## src/hw/rtl/prr_pkg.sv

```systemverilog
// Shared types and constants for the prefix rectangle range block.
`timescale 1ns / 1ps

package prr_pkg;

   // Configuration port geometry
   localparam int CSR_DATA_W = 32;
   localparam int CSR_ADDR_W = 3;
   localparam int SIZE_W     = 6;

   // Register index, taken from paddr[2]
   typedef enum logic {
      REG_MATRIX_SIZE = 1'b0,
      REG_UNMAPPED    = 1'b1
   } reg_index_type;

   // Position flags of one request within the matrix
   typedef struct packed {
      logic has_left;
      logic has_above;
      logic done;
   } pos_flags_type;

endpackage

```

## src/hw/rtl/prefix_rectangle_range.sv

```systemverilog
// Top level: streaming two-dimensional prefix maximum, minimum and range.
`timescale 1ns / 1ps

// Channel   | Direction | Handshake           | Payload
// ----------+-----------+---------------------+--------------------------------------
// request   | in        | req_valid/req_ready | req_element_value
// response  | out       | rsp_valid/rsp_ready | rsp_range_value, rsp_prefix_max,
//           |           |                     | rsp_prefix_min, rsp_matrix_done
// config    | in        | APB psel/penable    | paddr, pwdata, prdata (matrix_size)
//
// One request per cycle sustained while responses are taken: the line store is read on
// acceptance into the combine stage, which loads the output register that offers each response.
// Reset is synchronous; it returns the indices to row 0, column 0 and size to one.
// The line store needs no clearing pass: an entry is only used after the row above
// has written it. A stalled response holds the combine stage, which then holds
// the request side through req_ready.

module prefix_rectangle_range #(
   parameter int MAX_DIM    = 32,
   parameter int VALUE_BITS = 32
) (
   input  logic                                  clock,
   input  logic                                  reset,
   // request channel
   input  logic                                  req_valid,
   output logic                                  req_ready,
   input  logic signed [VALUE_BITS-1:0]          req_element_value,
   // response channel
   output logic                                  rsp_valid,
   input  logic                                  rsp_ready,
   output logic        [VALUE_BITS-1:0]          rsp_range_value,
   output logic signed [VALUE_BITS-1:0]          rsp_prefix_max,
   output logic signed [VALUE_BITS-1:0]          rsp_prefix_min,
   output logic                                  rsp_matrix_done,
   // configuration port
   input  logic                                  psel,
   input  logic                                  penable,
   input  logic                                  pwrite,
   input  logic [prr_pkg::CSR_ADDR_W-1:0]        paddr,
   input  logic [prr_pkg::CSR_DATA_W-1:0]        pwdata,
   output logic [prr_pkg::CSR_DATA_W-1:0]        prdata,
   output logic                                  pready
);

   localparam int IDX_W = (MAX_DIM > 1) ? $clog2(MAX_DIM) : 1;

   // configuration
   logic             size_write;
   logic [IDX_W-1:0] size_last;

   // position of the request on the input side
   logic                   idx_advance;
   logic [IDX_W-1:0]       idx_col;
   prr_pkg::pos_flags_type idx_flags;

   // combine stage
   logic                          s1_valid_ff, s1_valid_in;
   logic signed [VALUE_BITS-1:0]  s1_value_ff;
   logic [IDX_W-1:0]              s1_col_ff;
   prr_pkg::pos_flags_type        s1_flags_ff;
   logic                          s1_adv;

   logic [2*VALUE_BITS-1:0]       above_word;
   logic signed [VALUE_BITS-1:0]  above_max, above_min;
   logic signed [VALUE_BITS-1:0]  left_max_ff, left_max_in;
   logic signed [VALUE_BITS-1:0]  left_min_ff, left_min_in;
   logic signed [VALUE_BITS-1:0]  cand_max, cand_min;
   logic signed [VALUE_BITS-1:0]  new_max, new_min;

   // output register
   logic                          rsp_valid_ff, rsp_valid_in;
   logic        [VALUE_BITS-1:0]  rsp_range_ff;
   logic signed [VALUE_BITS-1:0]  rsp_max_ff, rsp_min_ff;
   logic                          rsp_done_ff;

   prr_csr #(
      .MAX_DIM (MAX_DIM),
      .IDX_W   (IDX_W)
   ) u_csr (
      .clock      (clock),
      .reset      (reset),
      .psel       (psel),
      .penable    (penable),
      .pwrite     (pwrite),
      .paddr      (paddr),
      .pwdata     (pwdata),
      .prdata     (prdata),
      .pready     (pready),
      .size_write (size_write),
      .size_last  (size_last)
   );

   // Advance the combine stage whenever the output register is free or draining;
   // take a new request whenever the combine stage is empty or advancing.
   assign s1_adv      = s1_valid_ff & (~rsp_valid_ff | rsp_ready);
   assign req_ready   = ~s1_valid_ff | s1_adv;
   assign idx_advance = req_valid & req_ready;

   prr_index_ctrl #(
      .IDX_W (IDX_W)
   ) u_index (
      .clock     (clock),
      .reset     (reset),
      .restart   (size_write),
      .advance   (idx_advance),
      .size_last (size_last),
      .col       (idx_col),
      .flags     (idx_flags)
   );

   // Read the column above on acceptance; write back the combined extremes as the
   // request leaves the combine stage. The two columns differ whenever the row
   // above is in use, so no forwarding path is needed.
   prr_line_store #(
      .DEPTH  (MAX_DIM),
      .ADDR_W (IDX_W),
      .DATA_W (2 * VALUE_BITS)
   ) u_line (
      .clock   (clock),
      .rd_en   (idx_advance),
      .rd_addr (idx_col),
      .rd_data (above_word),
      .wr_en   (s1_adv),
      .wr_addr (s1_col_ff),
      .wr_data ({new_max, new_min})
   );

   assign above_max = above_word[2*VALUE_BITS-1:VALUE_BITS];
   assign above_min = above_word[VALUE_BITS-1:0];

   // Combine: element against left neighbour, then against the row above.
   always_comb begin
      cand_max = s1_value_ff;
      cand_min = s1_value_ff;
      if (s1_flags_ff.has_left && (left_max_ff > s1_value_ff)) begin
         cand_max = left_max_ff;
      end
      if (s1_flags_ff.has_left && (left_min_ff < s1_value_ff)) begin
         cand_min = left_min_ff;
      end
      new_max = cand_max;
      new_min = cand_min;
      if (s1_flags_ff.has_above && (above_max > cand_max)) begin
         new_max = above_max;
      end
      if (s1_flags_ff.has_above && (above_min < cand_min)) begin
         new_min = above_min;
      end
   end

   always_comb begin
      s1_valid_in = s1_valid_ff;
      if (idx_advance) begin
         s1_valid_in = 1'b1;
      end else if (s1_adv) begin
         s1_valid_in = 1'b0;
      end
      left_max_in  = s1_adv ? new_max : left_max_ff;
      left_min_in  = s1_adv ? new_min : left_min_ff;
      rsp_valid_in = s1_adv | (rsp_valid_ff & ~rsp_ready);
   end

   // control and running-extreme registers
   always_ff @(posedge clock) begin
      if (reset) begin
         s1_valid_ff  <= 1'b0;
         rsp_valid_ff <= 1'b0;
         left_max_ff  <= '0;
         left_min_ff  <= '0;
      end else begin
         s1_valid_ff  <= s1_valid_in;
         rsp_valid_ff <= rsp_valid_in;
         left_max_ff  <= left_max_in;
         left_min_ff  <= left_min_in;
      end
   end

   // capture the request payload and its position
   always_ff @(posedge clock) begin
      if (idx_advance) begin
         s1_value_ff <= req_element_value;
         s1_col_ff   <= idx_col;
         s1_flags_ff <= idx_flags;
      end
   end

   // load the response; the range is never negative so the plain difference holds
   always_ff @(posedge clock) begin
      if (s1_adv) begin
         rsp_range_ff <= VALUE_BITS'(new_max - new_min);
         rsp_max_ff   <= new_max;
         rsp_min_ff   <= new_min;
         rsp_done_ff  <= s1_flags_ff.done;
      end
   end

   assign rsp_valid       = rsp_valid_ff;
   assign rsp_range_value = rsp_range_ff;
   assign rsp_prefix_max  = rsp_max_ff;
   assign rsp_prefix_min  = rsp_min_ff;
   assign rsp_matrix_done = rsp_done_ff;

   // Line store: a read that is used never collides with the write in flight.
   a_no_rw_collision: assert property (@(posedge clock) disable iff (reset)
      (idx_advance && s1_adv && idx_flags.has_above) |-> (idx_col != s1_col_ff))
      else $error("line store read and write hit the same column");

   // A response never shows a maximum below its minimum.
   a_ordered_extremes: assert property (@(posedge clock) disable iff (reset)
      rsp_valid_ff |-> !(rsp_max_ff < rsp_min_ff))
      else $error("prefix maximum below prefix minimum");

   // The last element of the matrix returns the column counter to zero.
   a_wrap_after_done: assert property (@(posedge clock) disable iff (reset)
      (idx_advance && idx_flags.done && !size_write) |=> (idx_col == '0))
      else $error("column counter did not wrap after the last element");

   // A stalled combine stage holds its request.
   a_stage_hold: assert property (@(posedge clock) disable iff (reset)
      (s1_valid_ff && !s1_adv) |=> (s1_valid_ff && $stable(s1_value_ff)))
      else $error("combine stage lost a stalled request");

endmodule

```

## src/hw/rtl/prr_csr.sv

```systemverilog
// Configuration register file: matrix size register and its clamped last index.
`timescale 1ns / 1ps

module prr_csr #(
   parameter int MAX_DIM = 32,
   parameter int IDX_W   = 5
) (
   input  logic                                clock,
   input  logic                                reset,
   input  logic                                psel,
   input  logic                                penable,
   input  logic                                pwrite,
   input  logic [prr_pkg::CSR_ADDR_W-1:0]      paddr,
   input  logic [prr_pkg::CSR_DATA_W-1:0]      pwdata,
   output logic [prr_pkg::CSR_DATA_W-1:0]      prdata,
   output logic                                pready,
   output logic                                size_write,
   output logic [IDX_W-1:0]                    size_last
);

   localparam int CMP_W = (IDX_W + 1 > prr_pkg::SIZE_W) ? IDX_W + 1 : prr_pkg::SIZE_W;

   logic [prr_pkg::SIZE_W-1:0] size_ff;
   logic [prr_pkg::SIZE_W-1:0] size_in;
   prr_pkg::reg_index_type     reg_index;
   logic                       wr_access;

   assign pready     = 1'b1;
   assign wr_access  = psel & penable & pwrite & pready;
   assign reg_index  = prr_pkg::reg_index_type'(paddr[2]);

   always_comb begin
      size_write = 1'b0;
      size_in    = size_ff;
      prdata     = '0;
      unique case (reg_index)
         prr_pkg::REG_MATRIX_SIZE: begin
            size_write = wr_access;
            if (wr_access) begin
               size_in = pwdata[prr_pkg::SIZE_W-1:0];
            end
            prdata = prr_pkg::CSR_DATA_W'(size_ff);
         end
         prr_pkg::REG_UNMAPPED: begin
            prdata = '0;
         end
         default: begin
            prdata = '0;
         end
      endcase
   end

   always_ff @(posedge clock) begin
      if (reset) begin
         size_ff <= prr_pkg::SIZE_W'(1);
      end else begin
         size_ff <= size_in;
      end
   end

   // zero counts as one, oversize clamps to the line store depth
   always_comb begin
      if (size_ff == '0) begin
         size_last = '0;
      end else if (CMP_W'(size_ff) > CMP_W'(MAX_DIM)) begin
         size_last = IDX_W'(MAX_DIM - 1);
      end else begin
         size_last = IDX_W'(size_ff - prr_pkg::SIZE_W'(1));
      end
   end

endmodule

```

## src/hw/rtl/prr_index_ctrl.sv

```systemverilog
// Row and column counters that place each request within the matrix.
`timescale 1ns / 1ps

module prr_index_ctrl #(
   parameter int IDX_W = 5
) (
   input  logic                   clock,
   input  logic                   reset,
   input  logic                   restart,
   input  logic                   advance,
   input  logic [IDX_W-1:0]       size_last,
   output logic [IDX_W-1:0]       col,
   output prr_pkg::pos_flags_type flags
);

   logic [IDX_W-1:0] col_ff, col_in;
   logic [IDX_W-1:0] row_ff, row_in;
   logic             col_end, row_end;

   assign col_end = (col_ff == size_last);
   assign row_end = (row_ff == size_last);

   always_comb begin
      col_in = col_ff;
      row_in = row_ff;
      if (restart) begin
         col_in = '0;
         row_in = '0;
      end else if (advance) begin
         if (col_end) begin
            col_in = '0;
            row_in = row_end ? '0 : row_ff + IDX_W'(1);
         end else begin
            col_in = col_ff + IDX_W'(1);
         end
      end
   end

   always_ff @(posedge clock) begin
      if (reset) begin
         col_ff <= '0;
         row_ff <= '0;
      end else begin
         col_ff <= col_in;
         row_ff <= row_in;
      end
   end

   assign col             = col_ff;
   assign flags.has_left  = (col_ff != '0);
   assign flags.has_above = (row_ff != '0);
   assign flags.done      = col_end & row_end;

endmodule

```

## src/hw/rtl/prr_line_store.sv

```systemverilog
// Line store of the previous row's prefix extremes, one read and one write port.
`timescale 1ns / 1ps

module prr_line_store #(
   parameter int DEPTH  = 32,
   parameter int ADDR_W = 5,
   parameter int DATA_W = 64
) (
   input  logic              clock,
   input  logic              rd_en,
   input  logic [ADDR_W-1:0] rd_addr,
   output logic [DATA_W-1:0] rd_data,
   input  logic              wr_en,
   input  logic [ADDR_W-1:0] wr_addr,
   input  logic [DATA_W-1:0] wr_data
);

   logic [DATA_W-1:0] mem [DEPTH];
   logic [DATA_W-1:0] rd_data_ff;

   always_ff @(posedge clock) begin
      if (wr_en) begin
         mem[wr_addr] <= wr_data;
      end
   end

   // hold the read word while the consuming stage stalls
   always_ff @(posedge clock) begin
      if (rd_en) begin
         rd_data_ff <= mem[rd_addr];
      end
   end

   assign rd_data = rd_data_ff;

endmodule

```

## config.mk

```make
export PLATFORM = sky130hd
export DESIGN_NAME = prefix_rectangle_range
export DESIGN_NICKNAME = d
export VERILOG_FILES = /design/src/hw/rtl/prr_pkg.sv /design/src/hw/rtl/prefix_rectangle_range.sv /design/src/hw/rtl/prr_csr.sv /design/src/hw/rtl/prr_index_ctrl.sv /design/src/hw/rtl/prr_line_store.sv
export SDC_FILE = /design/constraint.sdc
export NUM_CORES = 2
export LEC_CHECK = 0
export BUFFER_PORTS_ARGS = -buffer_cell sky130_fd_sc_hd__buf_4
export CORE_MARGIN = 2
export CORE_UTILIZATION = 35
export DETAILED_ROUTE_END_ITERATION = 7
export PLACE_DENSITY_LB_ADDON = 0.05
export SYNTH_ARGS = -nofsm -noshare
export SYNTH_HDL_FRONTEND = slang
export SYNTH_SLANG_ARGS = --single-unit
```

## constraint.sdc

```tcl
create_clock -name clock -period 13.1 [get_ports clock]
set_input_delay 0 -clock clock [delete_from_list [all_inputs] [get_ports clock]]
set_output_delay 0 -clock clock [all_outputs]
set_load 0.005 [all_outputs]
```

---- Yosys cells after proc, flatten, opt, wreduce, memory -nomap -nowiden ----
Memories as Yosys holds them, arrays and structs flattened. A register that Yosys moved wholly into a read port is not among the register bits.
Index checks and enable logic that the tools add are counted.
word-level totals
  bits in latches ......................... 0
  logic and storage cells ................. 66
  register bits ........................... 219
  output and inout bits ................... 132
  bits in read-only memories .............. 0
  memory bits (writable) .................. 2048
  memories kept ........................... 1
memories
  memory      words  bits a word  rd ports  clocked after Yosys merged registers in  write ports  RTL line              text
  u_line.mem  32     64           1         1                                        1            prr_line_store.sv:18  logic [DATA_W-1:0] mem [DEPTH];
cells by class
  divide/modulo/power cells ............... 0
  shifts and indexed selects .............. 0
  multiply operators ...................... 0
  magnitude comparators ................... 5
  bitwise logic cells ..................... 13
  add/sub/neg operators ................... 4
  mux-type cells .......................... 14
  reduce and logical (&&, ||, !) cells .... 11
  equal/unequal tests ..................... 2
operator list
  kind                                                                 number
  32-bit two-way mux                                                   4
  32-bit greater-than comparator                                       2
  32-bit less-than comparator                                          2
  32-bit one-hot mux with 2 select lines                               1
  32-bit subtractor                                                    1
  5-bit two-way mux                                                    4
  5-bit by 1-bit adder with 5-bit output (second input constant)       2
  5-bit == test                                                        2
  5-bit nonzero test                                                   2
  1-bit bitwise AND                                                    6
  6-bit greater-than comparator (second input constant)                1
  6-bit zero test                                                      1
  1-bit two-way mux                                                    5
  5-bit by 1-bit subtractor with 5-bit output (second input constant)  1
  1-bit logical AND                                                    4
  1-bit inverter                                                       4
  2-bit AND reduction                                                  2
  1-bit bitwise OR                                                     3
  2-bit nonzero test                                                   1
  2-bit OR reduction                                                   1

---- Longest topological paths before layout ----
  word-level depth ........................ 7
  mapped depth ............................ 40
  mapped depth without buffers ............ 37

---- By module ----
From an unflattened synthesis, not the netlist that was laid out.
unflattened totals
  cells, all modules ...................... 4582
  area, all modules ....................... 93791.2 um2
modules (own cells, without submodules)
  module                  cells an instance  area each (um2)  instances
  prr_line_store          3097               79605.1          1
  prefix_rectangle_range  1329               12866.1          1
  prr_index_ctrl          73                 660.6            1
  prr_csr                 83                 659.4            1

---- Worst setup path after synthesis ----
No wires, ideal clock.
  path type ............................... reg2reg
  from .................................... register s1_value_ff[31]
  to ...................................... register rsp_range_ff[29] (netlist: rsp_range_value[29]) (data pin)
  slack ................................... 3.759 ns
  buffers on the path ..................... 4
  setup time .............................. 0.258 ns
  arrival ................................. 9.083 ns
  cell stages (with the launch flop) ...... 39
  cells stage by stage .................... edfxtp_1 inv_1 ha_1 nand4_1 nor2_2 a221oi_4 nand3_2 o221ai_4 buf_2 buf_1 mux2i_1 ha_1 nand2_1 or3_1 or3_1 a21oi_1 nor2_1 a2111oi_1 (+3 left out) a21oi_1 inv_1 ha_1 nor2b_1 o21ai_0 a21boi_0 o41ai_1 a31oi_1 a221oi_1 o31ai_1 nand2_1 a31oi_1 o31ai_2 o21ai_1 a21bo_1 a21o_1 a21oi_1 xnor2_1
between the ends
  word-level cells in the longest chain between the ends .. 7
  elaborated cells on any way between the ends .. 13
  classes of those cells .................. add/sub (1); order compare (4); mux (4); reduce/logical (4)
ends and longest elaborated chain
  what                         RTL line                       text
  start: declaration           prefix_rectangle_range.sv:58   logic signed [VALUE_BITS-1:0] s1_value_ff;
  start signal: assignment     prefix_rectangle_range.sv:181  s1_value_ff <= req_element_value;
  32-bit less-than comparator  prefix_rectangle_range.sv:138  if (s1_flags_ff.has_left && (left_min_ff < s1_value_ff)) begin
  1-bit logical AND            prefix_rectangle_range.sv:138
  32-bit two-way mux *         prefix_rectangle_range.sv:138
  32-bit less-than comparator  prefix_rectangle_range.sv:146  if (s1_flags_ff.has_above && (above_min < cand_min)) begin
  1-bit logical AND            prefix_rectangle_range.sv:146
  32-bit two-way mux *         prefix_rectangle_range.sv:146
  named net new_min[1]         prefix_rectangle_range.sv:68   logic signed [VALUE_BITS-1:0] new_max, new_min;
  32-bit subtractor *          prefix_rectangle_range.sv:190  rsp_range_ff <= VALUE_BITS'(new_max - new_min);
  end signal: assignment       prefix_rectangle_range.sv:190
  end: declaration             prefix_rectangle_range.sv:72   logic [VALUE_BITS-1:0] rsp_range_ff;
Mark *: on every way through the listed nets, which the timed path passes. The rest lies on a longest branch.
A chain may end at the register's enable or synchronous reset.

---- Worst setup path in the final report ----
  from .................................... register s1_value_ff[31]
  to ...................................... register rsp_range_ff[29] (netlist: rsp_range_value[29]) (data pin)
between the ends
  word-level cells in the longest chain between the ends .. 7
  elaborated cells on any way between the ends .. 13
  classes of those cells .................. add/sub (1); order compare (4); mux (4); reduce/logical (4)
ends and longest elaborated chain
  what                            RTL line                       text
  32-bit greater-than comparator  prefix_rectangle_range.sv:135  if (s1_flags_ff.has_left && (left_max_ff > s1_value_ff)) begin
  1-bit logical AND               prefix_rectangle_range.sv:135
  32-bit two-way mux *            prefix_rectangle_range.sv:135
  32-bit greater-than comparator  prefix_rectangle_range.sv:143  if (s1_flags_ff.has_above && (above_max > cand_max)) begin
  1-bit logical AND               prefix_rectangle_range.sv:143
  32-bit two-way mux *            prefix_rectangle_range.sv:143
  named net new_max[1]            prefix_rectangle_range.sv:68
  32-bit subtractor *             prefix_rectangle_range.sv:190
Marked as above.

==> flow_results.org <==
** Logic synthesis
- Yosys mapped a number of flops with a built-in enable equal to ~2.2k.
- Counting distinct cell types in the post-synthesis netlist gives 84.
- Synthesis handed over a netlist of 4,402 instances.
- Sequential fraction of the synthesis area :: 74.3%
- In the synthesized netlist the dominant register cell turns out to be sky130_fd_sc_hd__edfxtp_1.
- Mapped Area :: approximately 0.093 sq mm
- Dividing the synthesized area by the synthesized cell count gives 21.1 sq um.
- Count of warnings emitted by yosys :: 0
- Share of synthesized flip-flops with an asynchronous set or reset :: 0%
- The synthesized design contains 2,331 register bits.

** Global routing
- The via count of the first global-routing pass is about 47k.
- Met2 global-route usage :: between 30% and 40%
- GR Util met1 :: between 20 and 30%
- Final global-route overflow total :: 0
- Largest net degree at the start of global routing :: 112
- For met3 alone, demand over resource in global routing was 2.95%.
- Most used routing layer :: met2
- First-pass GRT wire length :: 389,000 um
- Global routing used 20.7% of the available tracks across all layers.
- Antenna violations before repair :: 19

** Worst setup path
- The worst setup path is of the reg2reg kind.
- Data on the critical path is required at its endpoint by 13.74 ns.
- Crit path arrival time :: 12.23 ns
- In this run the critical register-to-register path is captured at rsp_range_value[29].
- The startpoint identified for the worst register-to-register timing path is s1_value_ff[31].
- The largest single stage delay on the critical path is 0.76 ns.
- For the worst flop-to-flop path, the logic depth is 35.
- STA classifies the critical path endpoint as a flop.
- Worst-path cell with the longest stage delay :: sky130_fd_sc_hd__nor4_1
- Across all register-to-register paths, the minimum setup slack is 1.52 ns.
- STA classifies the critical path startpoint as a flop.
- Largest fanout of any net on the critical path :: 34

** Power and ir drop
- Switch Pwr :: 4.85 mW
- Total internal power :: about 14 mW
- Power per cell area :: 174 mW/mm^2
- Per report_power, the combinational group accounts for between 10% and 20% of the total.
- The worst-case IR drop observed on VDD is 0.000140 V.
- In this run the static leakage power is approximately 34 nW.
- Overall power consumption after layout is estimated at 18.9 mW.
- In this run, flip-flops and latches consume 47.6% of the power.
- Proportion of total power due to net switching :: 25.6%
- Clock network power share :: 38.4%

** STA
- The total count of hold-check failures in the final report is 0.
- Final hold analysis gives a worst-case slack of 0.0747 ns.
- Setup repair after global routing left no endpoint under its margin.
- Setup slack closes at 1.52 ns.
- Timing would allow up to 86.3 MHz.
- Count of final setup violators :: 0
- Max Transition Viols Final :: 0
- Final worst path period share :: 88.4%
- Measured against its own limit, the worst slew margin works out to 15.8%.
- Post-route setup TNS :: 0 ns
- At the pin with the least slew margin, the transition time is 1.24 ns.
- Worst-case clock skew :: 0.0587 ns
- For the finished layout, the period the worst path requires is 11.58 ns.

** Detailed routing
- Mean routed wirelength per cell :: between 30 and 40 um
- 1st-iter DRT viols :: 3,897
- The first TritonRoute pass finished after 5 iterations.
- Summing over every cut layer, the via total after detailed routing is 45.8k.
- Wires add up to 282,000 um.
- Antenna Nets Post-Route :: 0
- Per-cell via count in the routed design :: 5.32
- For this run, design rule violations remaining after detail routing come to 0.

** Final layout
- Summing all multi-input logic gate instances after layout gives approximately 0.023 sq mm.
- In the final layout, the share of cells above drive strength 1 is 29.1%.
- Area Growth Syn to Fin :: 17.0%
- Sequential cell area in the final layout :: a little under 0.07 sq mm
- The net count of the finished layout is 5,107.
- After the flow finishes, the layout carries non-filler instances totaling 8,602.
- Fill cells in the final layout number 23.5k.

** Floorplanning
- # rows :: 189
- The die is slightly above 500 um wide.
- Full die area :: 0.270 sq mm
- Num ports :: 206
- Die Span Y :: 520 um
- The region available for standard cell placement spans 0.265 sq mm.
- For this configuration, the core starts out at a cell density of 35.1%.

** CTS
- After clock tree synthesis, the repair step resized 0 gates.
- Counting every sink on the clock net gives 2,331.
- The later pin in the worst-skew pair is clocked with a latency of slightly above 0.9 ns.
- Clock tree synthesis selected as its root buffer the cell sky130_fd_sc_hd__clkbuf_16.
- The longest clock path from root to sink contains 4 buffers.
- CTS clock-pin slew for the worst setup and hold paths :: approximately 0.060 ns
- Inserted Clock Buffers :: 280
- H-Tree Depth :: 5
- TritonCTS built the clock tree.

** Placement
- Placed insts :: 8,026
- In this run the tool buffered the top-level ports with 150 buffer cells.
- Prior to clock tree synthesis, the placed netlist has a worst setup slack of 1.41 ns.
- HPWL after detailed placement :: 159,000 um
- GPL Wtd Cong :: 0.799

** Min path
- Worst hold path cell count :: 4
- Worst Hold Path EP :: u_index.col[0]
- Class of the tightest hold or removal check :: in2reg
- In this run the most critical hold path is launched from psel.

** Flow run
- Across the run, the number of max-cap violations was 0.

** Status
- Run status :: complete, no violations
[cell usage in the layout (no fill, tap or decap), drive strengths merged, types with 33 or more instances in the layout]
master and count:
dlygate4sd3 97, nor2 174, inv 97, mux4 640, mux2 70, dfxtp 82
o21ai 33, clkbuf 362, nand2 124, a21oi 162, mux2i 94, clkinv 88
buf 293, edfxtp 2249, ha 160
[worst max-delay path: cells and delay by family (launching register included)]
family / cells / cell delay, ns
AOI/OAI and AO/OA: 19 / 5.69
and+or+nand+nor: 7 / 1.96
buffers and inverters: 3 / 1.21
adders and majority gates: 3 / 1.18
muxes: 2 / 0.83
DFF: 1 / 0.37
xor gates and xnor gates: 1 / 0.08
[how the worst max path moves through the flow]
stage,from,to,depth (start not counted)
3_5_place_dp,s1_value_ff[28],rsp_range_value[29],35
4_1_cts,s1_value_ff[25],rsp_range_value[29],35
6_report,s1_value_ff[31],rsp_range_value[29],35
2_1_floorplan,s1_value_ff[31],rsp_range_value[29],38
5_1_grt,s1_value_ff[25],rsp_range_value[29],35
3_3_place_gp,s1_value_ff[28],rsp_range_value[29],35
[logic make-up after synthesis]
kind of cell / count (synthesis) / synth area share, %
mux: 804 / 17.4
compound gates: 300 / 2.10
simple gates: 433 / 2.13
buf+inv: 320 / 1.42
xor+xnor: 50 / 0.471
other cells: 2 / 0.00807
fa+ha+maj: 162 / 2.18
flops: 2331 / 74.3
[state kept, by name, indices dropped and copies added, names as in the netlist]
register and count:
u_csr.size_ff 6, left_min_ff 32, s1_col_ff 5, u_index.row_ff 5, left_max_ff 32, s1_valid_ff 1
rsp_matrix_done 1, rsp_range_value 32, rsp_prefix_min 32, s1_flags_ff 3, u_index.col 5, u_line.mem 2048
rsp_prefix_max 32, s1_value_ff 32, u_line.rd_data 64, rsp_valid 1
[metal layers]
| metal | vias to the layer above | wire [um] | share of wire [%] |
|---|---|---|---|
| li1 | 19200 | - | - |
| met1 | 25000 | 124000 | 44 |
| met2 | 1157 | 139000 | 49 |
| met3 | 377 | 12400 | 4.4 |
| met4 | 4 | 6570 | 2.3 |
| met5 | - | 21 | 0.0075 |
[synthesized netlist by cell type (4+ instances only)]
cell / count / share of area (%)
sky130_fd_sc_hd__buf_1: 58 / 0.23
sky130_fd_sc_hd__nand3_1: 20 / 0.11
sky130_fd_sc_hd__nor3_1: 12 / 0.065
sky130_fd_sc_hd__and4_1: 4 / 0.038
sky130_fd_sc_hd__nand3b_1: 7 / 0.056
sky130_fd_sc_hd__o21ai_0: 27 / 0.15
sky130_fd_sc_hd__nor2_1: 172 / 0.69
sky130_fd_sc_hd__and3_1: 5 / 0.034
sky130_fd_sc_hd__buf_4: 28 / 0.23
sky130_fd_sc_hd__nand2b_1: 7 / 0.047
sky130_fd_sc_hd__o21ai_1: 6 / 0.032
sky130_fd_sc_hd__mux4_2: 640 / 15
sky130_fd_sc_hd__dfxtp_1: 82 / 1.8
sky130_fd_sc_hd__xnor2_1: 26 / 0.24
sky130_fd_sc_hd__a21o_1: 27 / 0.22
sky130_fd_sc_hd__o211ai_1: 12 / 0.097
sky130_fd_sc_hd__and2_1: 8 / 0.054
sky130_fd_sc_hd__a31oi_1: 5 / 0.034
sky130_fd_sc_hd__edfxtp_1: 2249 / 73
sky130_fd_sc_hd__clkbuf_1: 137 / 0.55
sky130_fd_sc_hd__mux2i_1: 94 / 1.0
sky130_fd_sc_hd__a21oi_1: 161 / 0.87
sky130_fd_sc_hd__a211oi_1: 13 / 0.10
sky130_fd_sc_hd__mux2_2: 69 / 0.84
sky130_fd_sc_hd__nand4_1: 23 / 0.15
sky130_fd_sc_hd__nand2_1: 124 / 0.50
sky130_fd_sc_hd__or3_1: 11 / 0.074
sky130_fd_sc_hd__or2_2: 10 / 0.067
sky130_fd_sc_hd__ha_1: 160 / 2.2
sky130_fd_sc_hd__xor2_1: 24 / 0.23
sky130_fd_sc_hd__nor2b_1: 13 / 0.087
sky130_fd_sc_hd__inv_1: 91 / 0.37
[cell type report]
cell class	count	share of cell area (%)
inverter	93	0.327
clock buffer	362	6.87
antenna	8	0.0184
timing repair buffer	390	2.98
tap	3533	4.06
clock inverter	109	0.816
multi-input combinational	1776	21.4
sequential	2331	63.5
[power by group through the flow]
stage | clock network, mW | logic, mW | registers, mW
after CTS | 7.48 | 2.74 | 9.02
final | 7.27 | 2.64 | 9.01
after detailed placement | 0 | 2.71 | 9.17
after global placement | 0 | 2.69 | 9.17
after global routing | 7.73 | 2.88 | 9.03
after floorplan | 0 | 1.49 | 9.13
[metrics by stage]
step / util [%] / instance area [sq um]
5_1_grt: 41.1 / 109000
2_1_floorplan: - / 93100
3_5_place_dp: 37.6 / 99500
3_3_place_gp: 37.6 / 99500
4_1_cts: 41.1 / 109000
6_report: 41.1 / 109000
[timing repair]
| action | in CTS | in global routing |
|---|---|---|
| setup buffers | 0 | 0 |
| hold buffers | 97 | 0 |
| hold endpoints to repair | 128 | 0 |
(Power assumes the default switching activity.)
